### src/design/pdrc_pkg.sv
// Shared types and constants for the PLL divider register calculator.
package pdrc_pkg;

    localparam logic [25:0] XTAL_RESET     = 26'd25000000;
    localparam logic [29:0] VCO_CEIL_RESET = 30'd900000000;
    localparam logic [20:0] FRAC_DEN       = 21'd1048575;

    localparam logic [1:0] ERR_OK      = 2'd0;
    localparam logic [1:0] ERR_CHANNEL = 2'd1;
    localparam logic [1:0] ERR_RANGE   = 2'd2;

    localparam logic [1:0] CFG_XTAL     = 2'd0;
    localparam logic [1:0] CFG_VCO_CEIL = 2'd1;

    localparam logic [7:0] ADDR_PLLA     = 8'd26;
    localparam logic [7:0] ADDR_PLLB     = 8'd34;
    localparam logic [7:0] ADDR_MS0      = 8'd42;
    localparam logic [7:0] ADDR_MS1      = 8'd50;
    localparam logic [7:0] ADDR_PLLRST   = 8'd177;
    localparam logic [7:0] ADDR_CLK0     = 8'd16;
    localparam logic [7:0] ADDR_CLK1     = 8'd17;
    localparam logic [7:0] DATA_RST_A    = 8'h20;
    localparam logic [7:0] DATA_RST_B    = 8'h80;
    localparam logic [7:0] DATA_CLK0     = 8'h4F;
    localparam logic [7:0] DATA_CLK1     = 8'h6F;
    localparam logic [4:0] LAST_IDX      = 5'd17;

    // One classified request handed from the front end to the writer.
    typedef struct packed {
        logic [1:0]  err;
        logic        chl;
        logic [6:0]  ms;
        logic [7:0]  a;
        logic [20:0] b;
        logic [29:0] vco;
    } t_job;

    typedef struct packed {
        logic        start;
        logic [4:0]  steps;
        logic [34:0] num;
        logic [34:0] den;
    } t_div_req;

    typedef struct packed {
        logic        done;
        logic [28:0] quo;
    } t_div_rsp;

endpackage

### src/design/pdrc_div.sv
// Bit-serial restoring divider producing a fraction of num/den (num < den).
module pdrc_div
    import pdrc_pkg::*;
(
    input  logic     i_clk,
    input  logic     i_rst_n,
    input  t_div_req i_req,
    output t_div_rsp o_rsp
);

    logic        r_busy, r_done;
    logic [4:0]  r_cnt;
    logic [34:0] r_rem, r_den;
    logic [28:0] r_quo;
    logic [35:0] n_shift;
    logic        n_ge;

    always_comb begin
        n_shift = {r_rem, 1'b0};
        n_ge    = n_shift >= {1'b0, r_den};
    end

    always_ff @(posedge i_clk) begin
        if (!i_rst_n) begin
            r_busy <= 1'b0;
            r_done <= 1'b0;
        end else begin
            r_done <= 1'b0;
            if (i_req.start) begin
                r_busy <= 1'b1;
            end else if (r_busy && r_cnt == 5'd1) begin
                r_busy <= 1'b0;
                r_done <= 1'b1;
            end
        end
    end

    always_ff @(posedge i_clk) begin
        if (i_req.start) begin
            r_rem <= i_req.num;
            r_den <= i_req.den;
            r_cnt <= i_req.steps;
            r_quo <= '0;
        end else if (r_busy) begin
            r_cnt <= r_cnt - 5'd1;
            r_quo <= {r_quo[27:0], n_ge};
            r_rem <= n_ge ? 35'(n_shift - {1'b0, r_den}) : n_shift[34:0];
        end
    end

    assign o_rsp.done = r_done;
    assign o_rsp.quo  = r_quo;

endmodule

### src/design/pdrc_front.sv
// Front end: accepts requests, picks the divider and works out the PLL ratio.
module pdrc_front
    import pdrc_pkg::*;
(
    input  logic        i_clk,
    input  logic        i_rst_n,
    input  logic        i_valid,
    output logic        o_ready,
    input  logic        i_channel,
    input  logic [27:0] i_target_freq,
    input  logic [25:0] i_xtal,
    input  logic [29:0] i_vco_ceil,
    output logic        o_push,
    output t_job        o_job,
    input  logic        i_full
);

    localparam logic [2:0] S_IDLE  = 3'd0;
    localparam logic [2:0] S_CHK   = 3'd1;
    localparam logic [2:0] S_MSDIV = 3'd2;
    localparam logic [2:0] S_VT    = 3'd3;
    localparam logic [2:0] S_RCHK  = 3'd4;
    localparam logic [2:0] S_RDIV  = 3'd5;
    localparam logic [2:0] S_VCO   = 3'd6;
    localparam logic [2:0] S_PUSH  = 3'd7;

    logic [2:0]  r_state, n_state;
    logic        r_chl;
    logic [27:0] r_freq;
    logic [1:0]  r_err;
    logic [6:0]  r_ms;
    logic [34:0] r_vt;
    logic [7:0]  r_a;
    logic [20:0] r_b;
    logic [54:0] r_prod;
    t_div_req    n_div;
    t_div_rsp    div_rsp;
    logic [34:0] n_xd;
    logic [20:0] n_q;
    logic [28:0] n_mult;
    logic [54:0] n_round;

    pdrc_div u_div (
        .i_clk   (i_clk),
        .i_rst_n (i_rst_n),
        .i_req   (n_div),
        .o_rsp   (div_rsp)
    );

    assign n_xd    = {1'b0, i_xtal, 8'd0};
    // b*2^20/(2^20-1) is b plus one once b reaches the denominator.
    assign n_q     = r_b + {20'd0, r_b >= FRAC_DEN};
    assign n_mult  = {1'b0, r_a, 20'd0} + {8'd0, n_q};
    assign n_round = r_prod + 55'd524288;

    always_comb begin
        n_state   = r_state;
        n_div     = '0;
        unique case (r_state)
            S_IDLE:  if (i_valid) n_state = S_CHK;
            S_CHK: begin
                if (r_freq == 28'd0 || i_xtal == 26'd0 ||
                    {5'd0, i_vco_ceil} >= {r_freq, 7'd0}) begin
                    n_state = S_PUSH;
                end else begin
                    n_div.start = 1'b1;
                    n_div.steps = 5'd7;
                    n_div.num   = {5'd0, i_vco_ceil};
                    n_div.den   = {r_freq, 7'd0};
                    n_state     = S_MSDIV;
                end
            end
            S_MSDIV: if (div_rsp.done) n_state = (div_rsp.quo[6:2] == 5'd0) ? S_PUSH : S_VT;
            S_VT:    n_state = S_RCHK;
            S_RCHK: begin
                if (r_vt >= n_xd) begin
                    n_state = S_PUSH;
                end else begin
                    n_div.start = 1'b1;
                    n_div.steps = 5'd29;
                    n_div.num   = r_vt;
                    n_div.den   = n_xd;
                    n_state     = S_RDIV;
                end
            end
            S_RDIV:  if (div_rsp.done) n_state = S_VCO;
            S_VCO:   n_state = S_PUSH;
            S_PUSH:  if (!i_full) n_state = S_IDLE;
            default: n_state = S_IDLE;
        endcase
    end

    always_ff @(posedge i_clk) begin
        if (!i_rst_n) begin
            r_state <= S_IDLE;
        end else begin
            r_state <= n_state;
        end
    end

    always_ff @(posedge i_clk) begin
        case (r_state)
            S_IDLE: begin
                r_chl  <= i_channel;
                r_freq <= i_target_freq;
                r_err  <= ERR_OK;
            end
            S_CHK: begin
                if (n_state == S_PUSH) r_err <= ERR_RANGE;
            end
            S_MSDIV: begin
                r_ms <= {div_rsp.quo[6:1], 1'b0};
                if (div_rsp.done && div_rsp.quo[6:2] == 5'd0) r_err <= ERR_RANGE;
            end
            S_VT:   r_vt <= 35'(r_freq * r_ms);
            S_RCHK: begin
                if (n_state == S_PUSH) r_err <= ERR_RANGE;
            end
            S_RDIV: begin
                r_a <= div_rsp.quo[28:21];
                r_b <= 21'(({1'b0, div_rsp.quo[20:0]} + 22'd1) >> 1);
            end
            S_VCO:  r_prod <= 55'(i_xtal * n_mult);
            default: ;
        endcase
    end

    assign o_ready   = (r_state == S_IDLE);
    assign o_push    = (r_state == S_PUSH) && !i_full;
    assign o_job.err = r_err;
    assign o_job.chl = r_chl;
    assign o_job.ms  = r_ms;
    assign o_job.a   = r_a;
    assign o_job.b   = r_b;
    assign o_job.vco = n_round[49:20];

endmodule

### src/design/pdrc_fifo.sv
// Small queue of classified requests between the front end and the writer.
module pdrc_fifo
    import pdrc_pkg::*;
#(
    parameter int DEPTH = 2
) (
    input  logic i_clk,
    input  logic i_rst_n,
    input  logic i_push,
    input  t_job i_job,
    output logic o_full,
    input  logic i_pop,
    output logic o_empty,
    output t_job o_job
);

    localparam int AW = (DEPTH > 1) ? $clog2(DEPTH) : 1;
    localparam int CW = $clog2(DEPTH + 1);

    t_job          r_mem [DEPTH];
    logic [AW-1:0] r_wp, r_rp;
    logic [CW-1:0] r_cnt;

    function automatic logic [AW-1:0] bump(input logic [AW-1:0] p);
        return (p == AW'(DEPTH - 1)) ? '0 : AW'(p + 1'b1);
    endfunction

    always_ff @(posedge i_clk) begin
        if (!i_rst_n) begin
            r_wp  <= '0;
            r_rp  <= '0;
            r_cnt <= '0;
        end else begin
            if (i_push) r_wp <= bump(r_wp);
            if (i_pop)  r_rp <= bump(r_rp);
            if (i_push && !i_pop)      r_cnt <= CW'(r_cnt + 1'b1);
            else if (i_pop && !i_push) r_cnt <= CW'(r_cnt - 1'b1);
        end
    end

    always_ff @(posedge i_clk) begin
        if (i_push) r_mem[r_wp] <= i_job;
    end

    assign o_full  = (r_cnt == CW'(DEPTH));
    assign o_empty = (r_cnt == '0);
    assign o_job   = r_mem[r_rp];

endmodule

### src/design/pdrc_back.sv
// Writer: packs the register images and emits one write per cycle while the output is ready.
module pdrc_back
    import pdrc_pkg::*;
(
    input  logic        i_clk,
    input  logic        i_rst_n,
    input  logic        i_empty,
    input  t_job        i_job,
    output logic        o_pop,
    output logic        o_valid,
    input  logic        i_ready,
    output logic [7:0]  o_reg_address,
    output logic [7:0]  o_reg_data,
    output logic [29:0] o_vco_freq,
    output logic [1:0]  o_error_code,
    output logic        o_last_write
);

    logic        r_valid, r_last;
    logic [4:0]  r_idx;
    logic [7:0]  r_addr, r_data;
    logic [29:0] r_vco;
    logic [1:0]  r_err;
    logic        n_load, n_done;
    logic [7:0]  n_addr, n_data, n_f, n_base;
    logic [17:0] n_p1, n_mp1;
    logic [19:0] n_p2;
    logic [20:0] n_q;
    logic        n_ms4;

    always_comb begin
        n_q   = i_job.b + {20'd0, i_job.b >= FRAC_DEN};
        n_f   = n_q[20:13];
        n_p1  = 18'({i_job.a, 7'd0} + {10'd0, n_f} - 18'd512);
        n_p2  = 20'({i_job.b, 7'd0} + {20'd0, n_f});
        n_mp1 = 18'({i_job.ms, 7'd0} - 18'd512);
        n_ms4 = (i_job.ms == 7'd4);
        n_data = 8'd0;
        if (r_idx < 5'd8) begin
            n_base = i_job.chl ? ADDR_PLLB : ADDR_PLLA;
            n_addr = n_base + {5'd0, r_idx[2:0]};
            case (r_idx[2:0])
                3'd0, 3'd1: n_data = 8'hFF;
                3'd2:       n_data = {6'd0, n_p1[17:16]};
                3'd3:       n_data = n_p1[15:8];
                3'd4:       n_data = n_p1[7:0];
                3'd5:       n_data = {4'hF, n_p2[19:16]};
                3'd6:       n_data = n_p2[15:8];
                default:    n_data = n_p2[7:0];
            endcase
        end else if (r_idx < 5'd16) begin
            n_base = i_job.chl ? ADDR_MS1 : ADDR_MS0;
            n_addr = n_base + {5'd0, r_idx[2:0]};
            case (r_idx[2:0])
                3'd1:    n_data = 8'd1;
                3'd2:    n_data = {4'd0, n_ms4, n_ms4, n_mp1[17:16]};
                3'd3:    n_data = n_mp1[15:8];
                3'd4:    n_data = n_mp1[7:0];
                default: n_data = 8'd0;
            endcase
        end else if (r_idx == 5'd16) begin
            n_base = ADDR_PLLRST;
            n_addr = ADDR_PLLRST;
            n_data = i_job.chl ? DATA_RST_B : DATA_RST_A;
        end else begin
            n_base = i_job.chl ? ADDR_CLK1 : ADDR_CLK0;
            n_addr = n_base;
            n_data = i_job.chl ? DATA_CLK1 : DATA_CLK0;
        end
        n_load = !i_empty && (!r_valid || i_ready);
        n_done = (i_job.err != ERR_OK) || (r_idx == LAST_IDX);
    end

    always_ff @(posedge i_clk) begin
        if (!i_rst_n) begin
            r_valid <= 1'b0;
            r_idx   <= '0;
        end else begin
            if (n_load) begin
                r_valid <= 1'b1;
                r_idx   <= n_done ? 5'd0 : r_idx + 5'd1;
            end else if (i_ready) begin
                r_valid <= 1'b0;
            end
        end
    end

    always_ff @(posedge i_clk) begin
        if (n_load) begin
            r_err  <= i_job.err;
            r_last <= n_done;
            if (i_job.err != ERR_OK) begin
                r_addr <= 8'd0;
                r_data <= 8'd0;
                r_vco  <= 30'd0;
            end else begin
                r_addr <= n_addr;
                r_data <= n_data;
                r_vco  <= i_job.vco;
            end
        end
    end

    assign o_pop         = n_load && n_done;
    assign o_valid       = r_valid;
    assign o_reg_address = r_addr;
    assign o_reg_data    = r_data;
    assign o_vco_freq    = r_vco;
    assign o_error_code  = r_err;
    assign o_last_write  = r_last;

endmodule

### src/design/pll_divider_register_calc.sv
// Top level of the PLL divider register calculator.
// Each request (channel, target frequency) yields eighteen register writes, one
// per cycle while the output is taken, or one error result. The front end works
// out each request with its bit-serial divider (7 quotient bits for the output
// divider and 29 for the feedback ratio) and its control states; a request that
// fails a range check is queued early as an error result. A request queue lets
// the front end work on the next request while the writer is still emitting the
// previous one. Configuration writes are always accepted, as their ready is tied
// high; only indexes 0 (crystal frequency) and 1 (VCO ceiling) have effect.
module pll_divider_register_calc
    import pdrc_pkg::*;
#(
    parameter int QUEUE_DEPTH = 2
) (
    input  logic        i_clk,
    input  logic        i_rst_n,
    input  logic        i_valid,
    output logic        o_ready,
    input  logic        i_channel,
    input  logic [27:0] i_target_freq,
    output logic        o_valid,
    input  logic        i_ready,
    output logic [7:0]  o_reg_address,
    output logic [7:0]  o_reg_data,
    output logic [29:0] o_vco_freq,
    output logic [1:0]  o_error_code,
    output logic        o_last_write,
    input  logic        i_cfg_valid,
    output logic        o_cfg_ready,
    input  logic [1:0]  i_cfg_index,
    input  logic [29:0] i_cfg_data
);

    logic [25:0] r_xtal;
    logic [29:0] r_vco_ceil;
    logic        push, full, pop, empty;
    t_job        job_in, job_out;

    always_ff @(posedge i_clk) begin
        if (!i_rst_n) begin
            r_xtal     <= XTAL_RESET;
            r_vco_ceil <= VCO_CEIL_RESET;
        end else if (i_cfg_valid) begin
            if (i_cfg_index == CFG_XTAL)     r_xtal     <= i_cfg_data[25:0];
            if (i_cfg_index == CFG_VCO_CEIL) r_vco_ceil <= i_cfg_data;
        end
    end

    assign o_cfg_ready = 1'b1;

    pdrc_front u_front (
        .i_clk         (i_clk),
        .i_rst_n       (i_rst_n),
        .i_valid       (i_valid),
        .o_ready       (o_ready),
        .i_channel     (i_channel),
        .i_target_freq (i_target_freq),
        .i_xtal        (r_xtal),
        .i_vco_ceil    (r_vco_ceil),
        .o_push        (push),
        .o_job         (job_in),
        .i_full        (full)
    );

    pdrc_fifo #(.DEPTH(QUEUE_DEPTH)) u_fifo (
        .i_clk   (i_clk),
        .i_rst_n (i_rst_n),
        .i_push  (push),
        .i_job   (job_in),
        .o_full  (full),
        .i_pop   (pop),
        .o_empty (empty),
        .o_job   (job_out)
    );

    pdrc_back u_back (
        .i_clk         (i_clk),
        .i_rst_n       (i_rst_n),
        .i_empty       (empty),
        .i_job         (job_out),
        .o_pop         (pop),
        .o_valid       (o_valid),
        .i_ready       (i_ready),
        .o_reg_address (o_reg_address),
        .o_reg_data    (o_reg_data),
        .o_vco_freq    (o_vco_freq),
        .o_error_code  (o_error_code),
        .o_last_write  (o_last_write)
    );

endmodule

### config.mk
export PLATFORM = sky130hd
export DESIGN_NAME = pll_divider_register_calc
export DESIGN_NICKNAME = d
export VERILOG_FILES = /design/src/design/pdrc_pkg.sv /design/src/design/pdrc_div.sv /design/src/design/pdrc_front.sv /design/src/design/pdrc_fifo.sv /design/src/design/pdrc_back.sv /design/src/design/pll_divider_register_calc.sv
export SDC_FILE = /design/constraint.sdc
export NUM_CORES = 2
export LEC_CHECK = 0
export ABC_AREA = 1
export ABC_CLOCK_PERIOD_IN_PS = 17400
export BUFFER_PORTS_ARGS = -buffer_cell sky130_fd_sc_hd__buf_2
export CORE_AREA = 2 2 329 331
export DETAILED_ROUTE_END_ITERATION = 10
export DIE_AREA = 0 0 331 333
export GPL_TIMING_DRIVEN = 1
export PLACE_DENSITY = 0.71
export RECOVER_POWER = 50
export REMOVE_ABC_BUFFERS = 1
export SLEW_MARGIN = 0
export SYNTH_ARGS = -nofsm -noshare
export SYNTH_HDL_FRONTEND = slang
export SYNTH_SLANG_ARGS = --single-unit
### constraint.sdc
create_clock -name i_clk -period 17.4 [get_ports i_clk]
set_input_delay 4.35 -clock i_clk [delete_from_list [all_inputs] [get_ports i_clk]]
set_output_delay 4.35 -clock i_clk [all_outputs]
set_load 0.03 [all_outputs]
## Yosys cells after proc, flatten, opt, wreduce, memory -nomap -nowiden

Memories as Yosys holds them, arrays and structs flattened. A register that Yosys moved wholly into a read port is not among the register bits.
Index checks and enable logic that the tools add are counted.

- Bitwise logic cells: 1
- Equal/unequal tests: 22
- Order comparisons: 7
- Add/sub/neg operators: 18
- Multiply operators: 2
- Reductions and logical operators: 35
- Mux-type cells: 46

Operators with widths:

| operator | number |
|---|---|
| $mux W76 | 2 |
| $pmux W76 S2 | 1 |
| $mux W35 | 3 |
| $mux W8 | 7 |
| $add A50 B20 Y50 const B | 1 |
| $mul A26 B29 Y50 | 1 |
| $pmux W8 S6 | 1 |
| $add A21 B1 Y21 | 2 |
| $ge A21 B20 Y1 const B | 2 |
| $ge A36 B35 Y1 | 1 |
| $ge A30 B35 Y1 | 1 |
| $ge A35 B34 Y1 | 1 |
| $sub A35 B35 Y35 | 1 |
| $mul A28 B6 Y34 | 1 |
| $pmux W8 S4 | 1 |
| $add A28 B21 Y29 | 1 |
| $logic_not A28 Y1 | 1 |
| $logic_not A26 Y1 | 1 |
| $eq A3 B3 Y1 const B | 8 |
| $pmux W3 S8 | 1 |
| $add A21 B1 Y22 const B | 1 |
| $add A20 B8 Y20 | 1 |
| $mux W5 | 4 |
| $mux W3 | 6 |
| other kinds (35) | 81 |

- Logic and storage cells: 159
- Input bits: 66
- Output and inout bits: 52
- Memories: 1
- Bits in registers: 374
- RAM bits: 136

Memory list:

| memory | depth | width | read ports | clocked after memory_dff | wr ports | RTL line | source |
|---|---|---|---|---|---|---|---|
| u_fifo.r_mem | 2 | 68 | 1 | 1 | 1 | pdrc_fifo.sv:20 | `t_job r_mem [DEPTH];` |

## Depth between registers and ports, before layout

- Word-level depth: 8
- Depth in mapped cells: 52
- Gate-level depth less buffers: 51

## Modules after synthesis

Synthesis repeated with hierarchy kept, for this count alone.

- Cell total of the unflattened synthesis: 6777
- Area total of the unflattened synthesis: 55619.6 µm²

By module, submodules not included:

| module | times used | cells each | area each (µm²) | sequential area each (µm²) |
|---|---|---|---|---|
| pdrc_front | 1 | 4727 | 37244.5 | 3963.8 |
| pdrc_div | 1 | 989 | 7190.6 | 2872.8 |
| pdrc_fifo | 1 | 250 | 5248.8 | 4244.1 |
| pdrc_back | 1 | 493 | 3703.6 | 1591.5 |
| pll_divider_register_calc | 1 | 318 | 2232.1 | 1121.1 |

## Worst setup path before layout

No wires, ideal clock.

- Path type: register to register
- From: register u_front.r_b[8]
- To: register u_front.r_prod[45], data pin
- Buffers on the path: 1
- Clock period less this slack: 9.203 ns
- Cell stages (with the launch flop): 46
- Setup slack: 8.197 ns
- Data arrival time: 8.944 ns
- Path through: edfxtp_1 -> nand2_1 -> nor4_1 -> nand4_1 -> o21ai_0 -> ha_1 -> ha_1 -> nand2_1 -> nor2_1 -> nand2_1 -> nor2_1 -> nand2_1 -> nor2_1 -> nand4_1 -> nor2_1 -> nand3_1 -> xor2_1 -> ha_1 -> (+10 left out) -> fa_1 -> fa_1 -> inv_1 -> fa_1 -> fa_1 -> inv_1 -> fa_1 -> inv_1 -> ha_1 -> nand2_1 -> nor2_1 -> inv_1 -> nor4_1 -> nand2_1 -> o211ai_1 -> nand2_1 -> nand2_1 -> xor2_1

- Word-level cells in the longest chain between the ends: 4

RTL lines:

| what | RTL line | source |
|---|---|---|
| start: declaration | pdrc_front.sv:34 | `logic [20:0] r_b;` |
| start signal: assignment | pdrc_front.sv:121 | `r_b <= 21'(({1'b0, div_rsp.quo[20:0]} + 22'd1) >> 1);` |
| $ge A21 B20 Y1 | pdrc_front.sv:52 | `assign n_q = r_b + {20'd0, r_b >= FRAC_DEN};` |
| $add A21 B1 Y21 * | pdrc_front.sv:52 |  |
| $add A28 B21 Y29 * | pdrc_front.sv:53 | `assign n_mult = {1'b0, r_a, 20'd0} + {8'd0, n_q};` |
| $mul A26 B29 Y50 * | pdrc_front.sv:123 | `S_VCO: r_prod <= 55'(i_xtal * n_mult);` |
| end signal: assignment | pdrc_front.sv:123 |  |
| end: declaration | pdrc_front.sv:35 | `logic [54:0] r_prod;` |

Every way passes the cells marked *; elsewhere a longest branch is shown, timed or not.
A chain may end at the register's enable or synchronous reset.

## Worst setup path in the final report

Ends and elaborated chain as after synthesis.

==> reports/results.tsv <==
metric	value	unit
finClkSkew	0.0374	ns
postRouteAntennaNets	0	
cp_common_cell	nand2_1	
synth_top_family_by_area	adder cells	
rr_endpoint	u_front.r_prod[45]	
hold_depth	0	
worst_pin_slew	3.74	ns
vias_per_cell	5.50	
synth_top_area_frac	0.281	
synth-xor-area-share	0.0225	
cts-resized-gates	0	
grt_pass1_vias	42700	
drv_cap	15	
synth_top_area_cell	fa_1	
grt_first_pass_wirelength	244	mm
holdCritStartpoint	u_front.u_div.r_quo[28]	
synth-compound-area-share	0.0615	
r2r_start	u_front.r_b[8]	
cts_buffers	54	
cp_max_fo	17	
clockBufferDepth	3	
start_util	0.496	
synth_edf_count	380	
critical_path_class	register to register	
violations	max-capacitance violations, max-slew violations	
post-route-period-util	0.643	
holdWs	0.439	ns
met1Wirelength	61.7	mm
antennaDiodeCount	0	
grt-ovfl-total	0	
synthFlopType	edfxtp_1	
setup_violations	0	
rsz0062_at_grt	false	
ctsRootBufferMaster	clkbuf_16	
rows	120	
cts_setup_buffers	0	
synthAdderAreaFrac	0.353	
synth_area	52800	um2
period_needed	11.19	ns
synthTopCellsByArea	fa_1 (28%), edfxtp_1 (22%), nand2_1 (10%)	
rrSetupSlack	6.21	ns
pin_count	118	
hold_buffers	0	
remaining_drc_errors	0	
wirelength	157	mm
cts_tree	done	
yosysMostFrequentCell	nand2_1	
avgSynthCellArea	8.38	um2
utilization	0.528	
vdd_drop_max	0.000485	V
cp_slowest_cell	clkinv_1	
fillers	9947	
status	finished, violations left	
route.met2.wl	68.4	mm
dp_hpwl	123	mm
muxShareOfSynthArea	0.000379	
grt_usage	0.288	
synth_seq_cells	481	
clock_sinks	481	
leakage	27.8	nW
layout.nets	7414	
port_buffers	115	
cp.arrival	11.61	ns
async_reset_ff_frac	0	
num_vias	42600	
crit_path_end_kind	register	
core-area	107000	um2
seq_area_frac_synth	0.254	
ys_warn_count	0	
hp-class	register to register	
synth_cell_type_count	64	
synthTopCellsByCount	nand2_1 (1441), inv_1 (1327), fa_1 (743)	
die_x	331	um
wire_per_inst	20.2	um
hold_end	u_front.r_a[7]	
wl_met3	16.5	mm
die_y	333	um
clk_pin_slew	0.06	ns
maxSlewHeadroom	-1.50	
cts_max_level	2	
grt_max_degree	73	
hold_viol_final	0	
power_density	215	nW/um2
design_area	56300	um2
crit_required	17.82	ns
place_congestion	0.986	
drt_pass1_iterations	6	
drt_iter0_markers	4044	
top_layer_used	met4	
max_stage_delay	0.73	ns
synth_simple_gate_area_frac	0.191	
slew_viol_final	617	
die-area	110000	um2
antenna_found_initial	3	
setup_tns	0	ns
clkLatencyLatePin	0.68	ns
reg2reg_depth	44	
power	0.0121	W
crit_path_start_kind	register	
drive_gt1_frac	0.0555	
synthCells	6309	
fmax	0.0894	GHz
area_growth	6.60	%
dpl_cell_area	54600	um2
sequential cells by signal, summed over array words and instances (netlist names), 29 cells and up, named ones only:
signal,cells
u_front.u_div.r_quo,29
u_fifo.r_mem,134
u_front.u_div.r_rem,35
u_front.r_prod,31
u_front.r_vt,34
r_vco_ceil,30
u_back.o_vco_freq,30
critical path: cells and delay by family, from the launching register on:
family / cells / cell delay (ns)
flip-flops: 1 / 0.42
AO/OA/AOI/OAI: 2 / 0.47
buffers and inverters: 7 / 1.08
AND/OR/NAND/NOR: 22 / 3.87
XOR/XNOR: 2 / 0.31
adder cells (fa/ha/maj): 11 / 4.74
cell type report:
type	instances	area [um2]	share of cell area
well taps	1403	1760	0.0312
flip-flops and latches	481	13400	0.238
multi-input cells	4225	33200	0.590
repair buffers	177	992	0.0176
clock inverters	28	312	0.00553
inverters	1362	5120	0.0909
clock buffers	74	1490	0.0264
power breakdown:
group	switching, W	total [W]	leakage, nW	internal [W]
registers	0.000107	0.00189	4.32	0.00178
logic	0.00588	0.00906	22.6	0.00318
clock network	0.000513	0.00116	0.871	0.000651
worst max-delay path by stage:
| stage | from | to |
|---|---|---|
| detailed placement | u_front.r_b[8] | u_front.r_prod[45] |
| finish | u_front.r_b[8] | u_front.r_prod[45] |
| global placement | u_front.r_b[8] | u_front.r_prod[45] |
| global route | u_front.r_b[8] | u_front.r_prod[45] |
| floorplan | u_front.r_b[8] | u_front.r_prod[45] |
| CTS | u_front.r_b[8] | u_front.r_prod[45] |
routing by layer:
layer  global-route usage  vias up
li1                     -    19200
met1                0.384    20700
met2                0.439     2152
met3               0.0654      509
met4                0.151        0
met5                    0        -
layout by cell type (no fill, tap or decap), drive strengths merged, types with 2 or more instances in the layout:
cell and n:
a211oi 11, a21boi 4, a21o 22, a21oi 223, a221oi 3, a31o 2, a31oi 16, and3 3
buf 164, bufinv 3, clkbuf 87, clkinv 31, clkinvlp 3, conb 3, dfxtp 101, edfxtp 380
fa 743, ha 304, inv 1353, mux2i 2, nand2 1472, nand3 163, nand3b 8, nand4 77
nor2 659, nor3 53, nor3b 2, nor4 21, o2111ai 2, o211ai 37, o21a 11, o21ai 181
o21bai 18, o22ai 26, o31ai 5, or2 15, xnor2 45, xor2 90
cell families (layout without fill, tap and decap cells):
group,count (synthesis),after routing
simple gates,2475,2475
buf+inv,1604,1641
other cells,2,3
compound gates,563,563
mux,2,2
fa+ha+maj,1047,1047
xor+xnor,135,135
flops,481,481
stage by stage:
stage,cells,worst slack (ns)
after floorplan,6068,8.21
after global placement,7648,6.64
after detailed placement,7648,6.44
after CTS,7750,6.40
after global routing,7750,5.41
final,7750,6.21
Power figures use the tool's default switching activity.
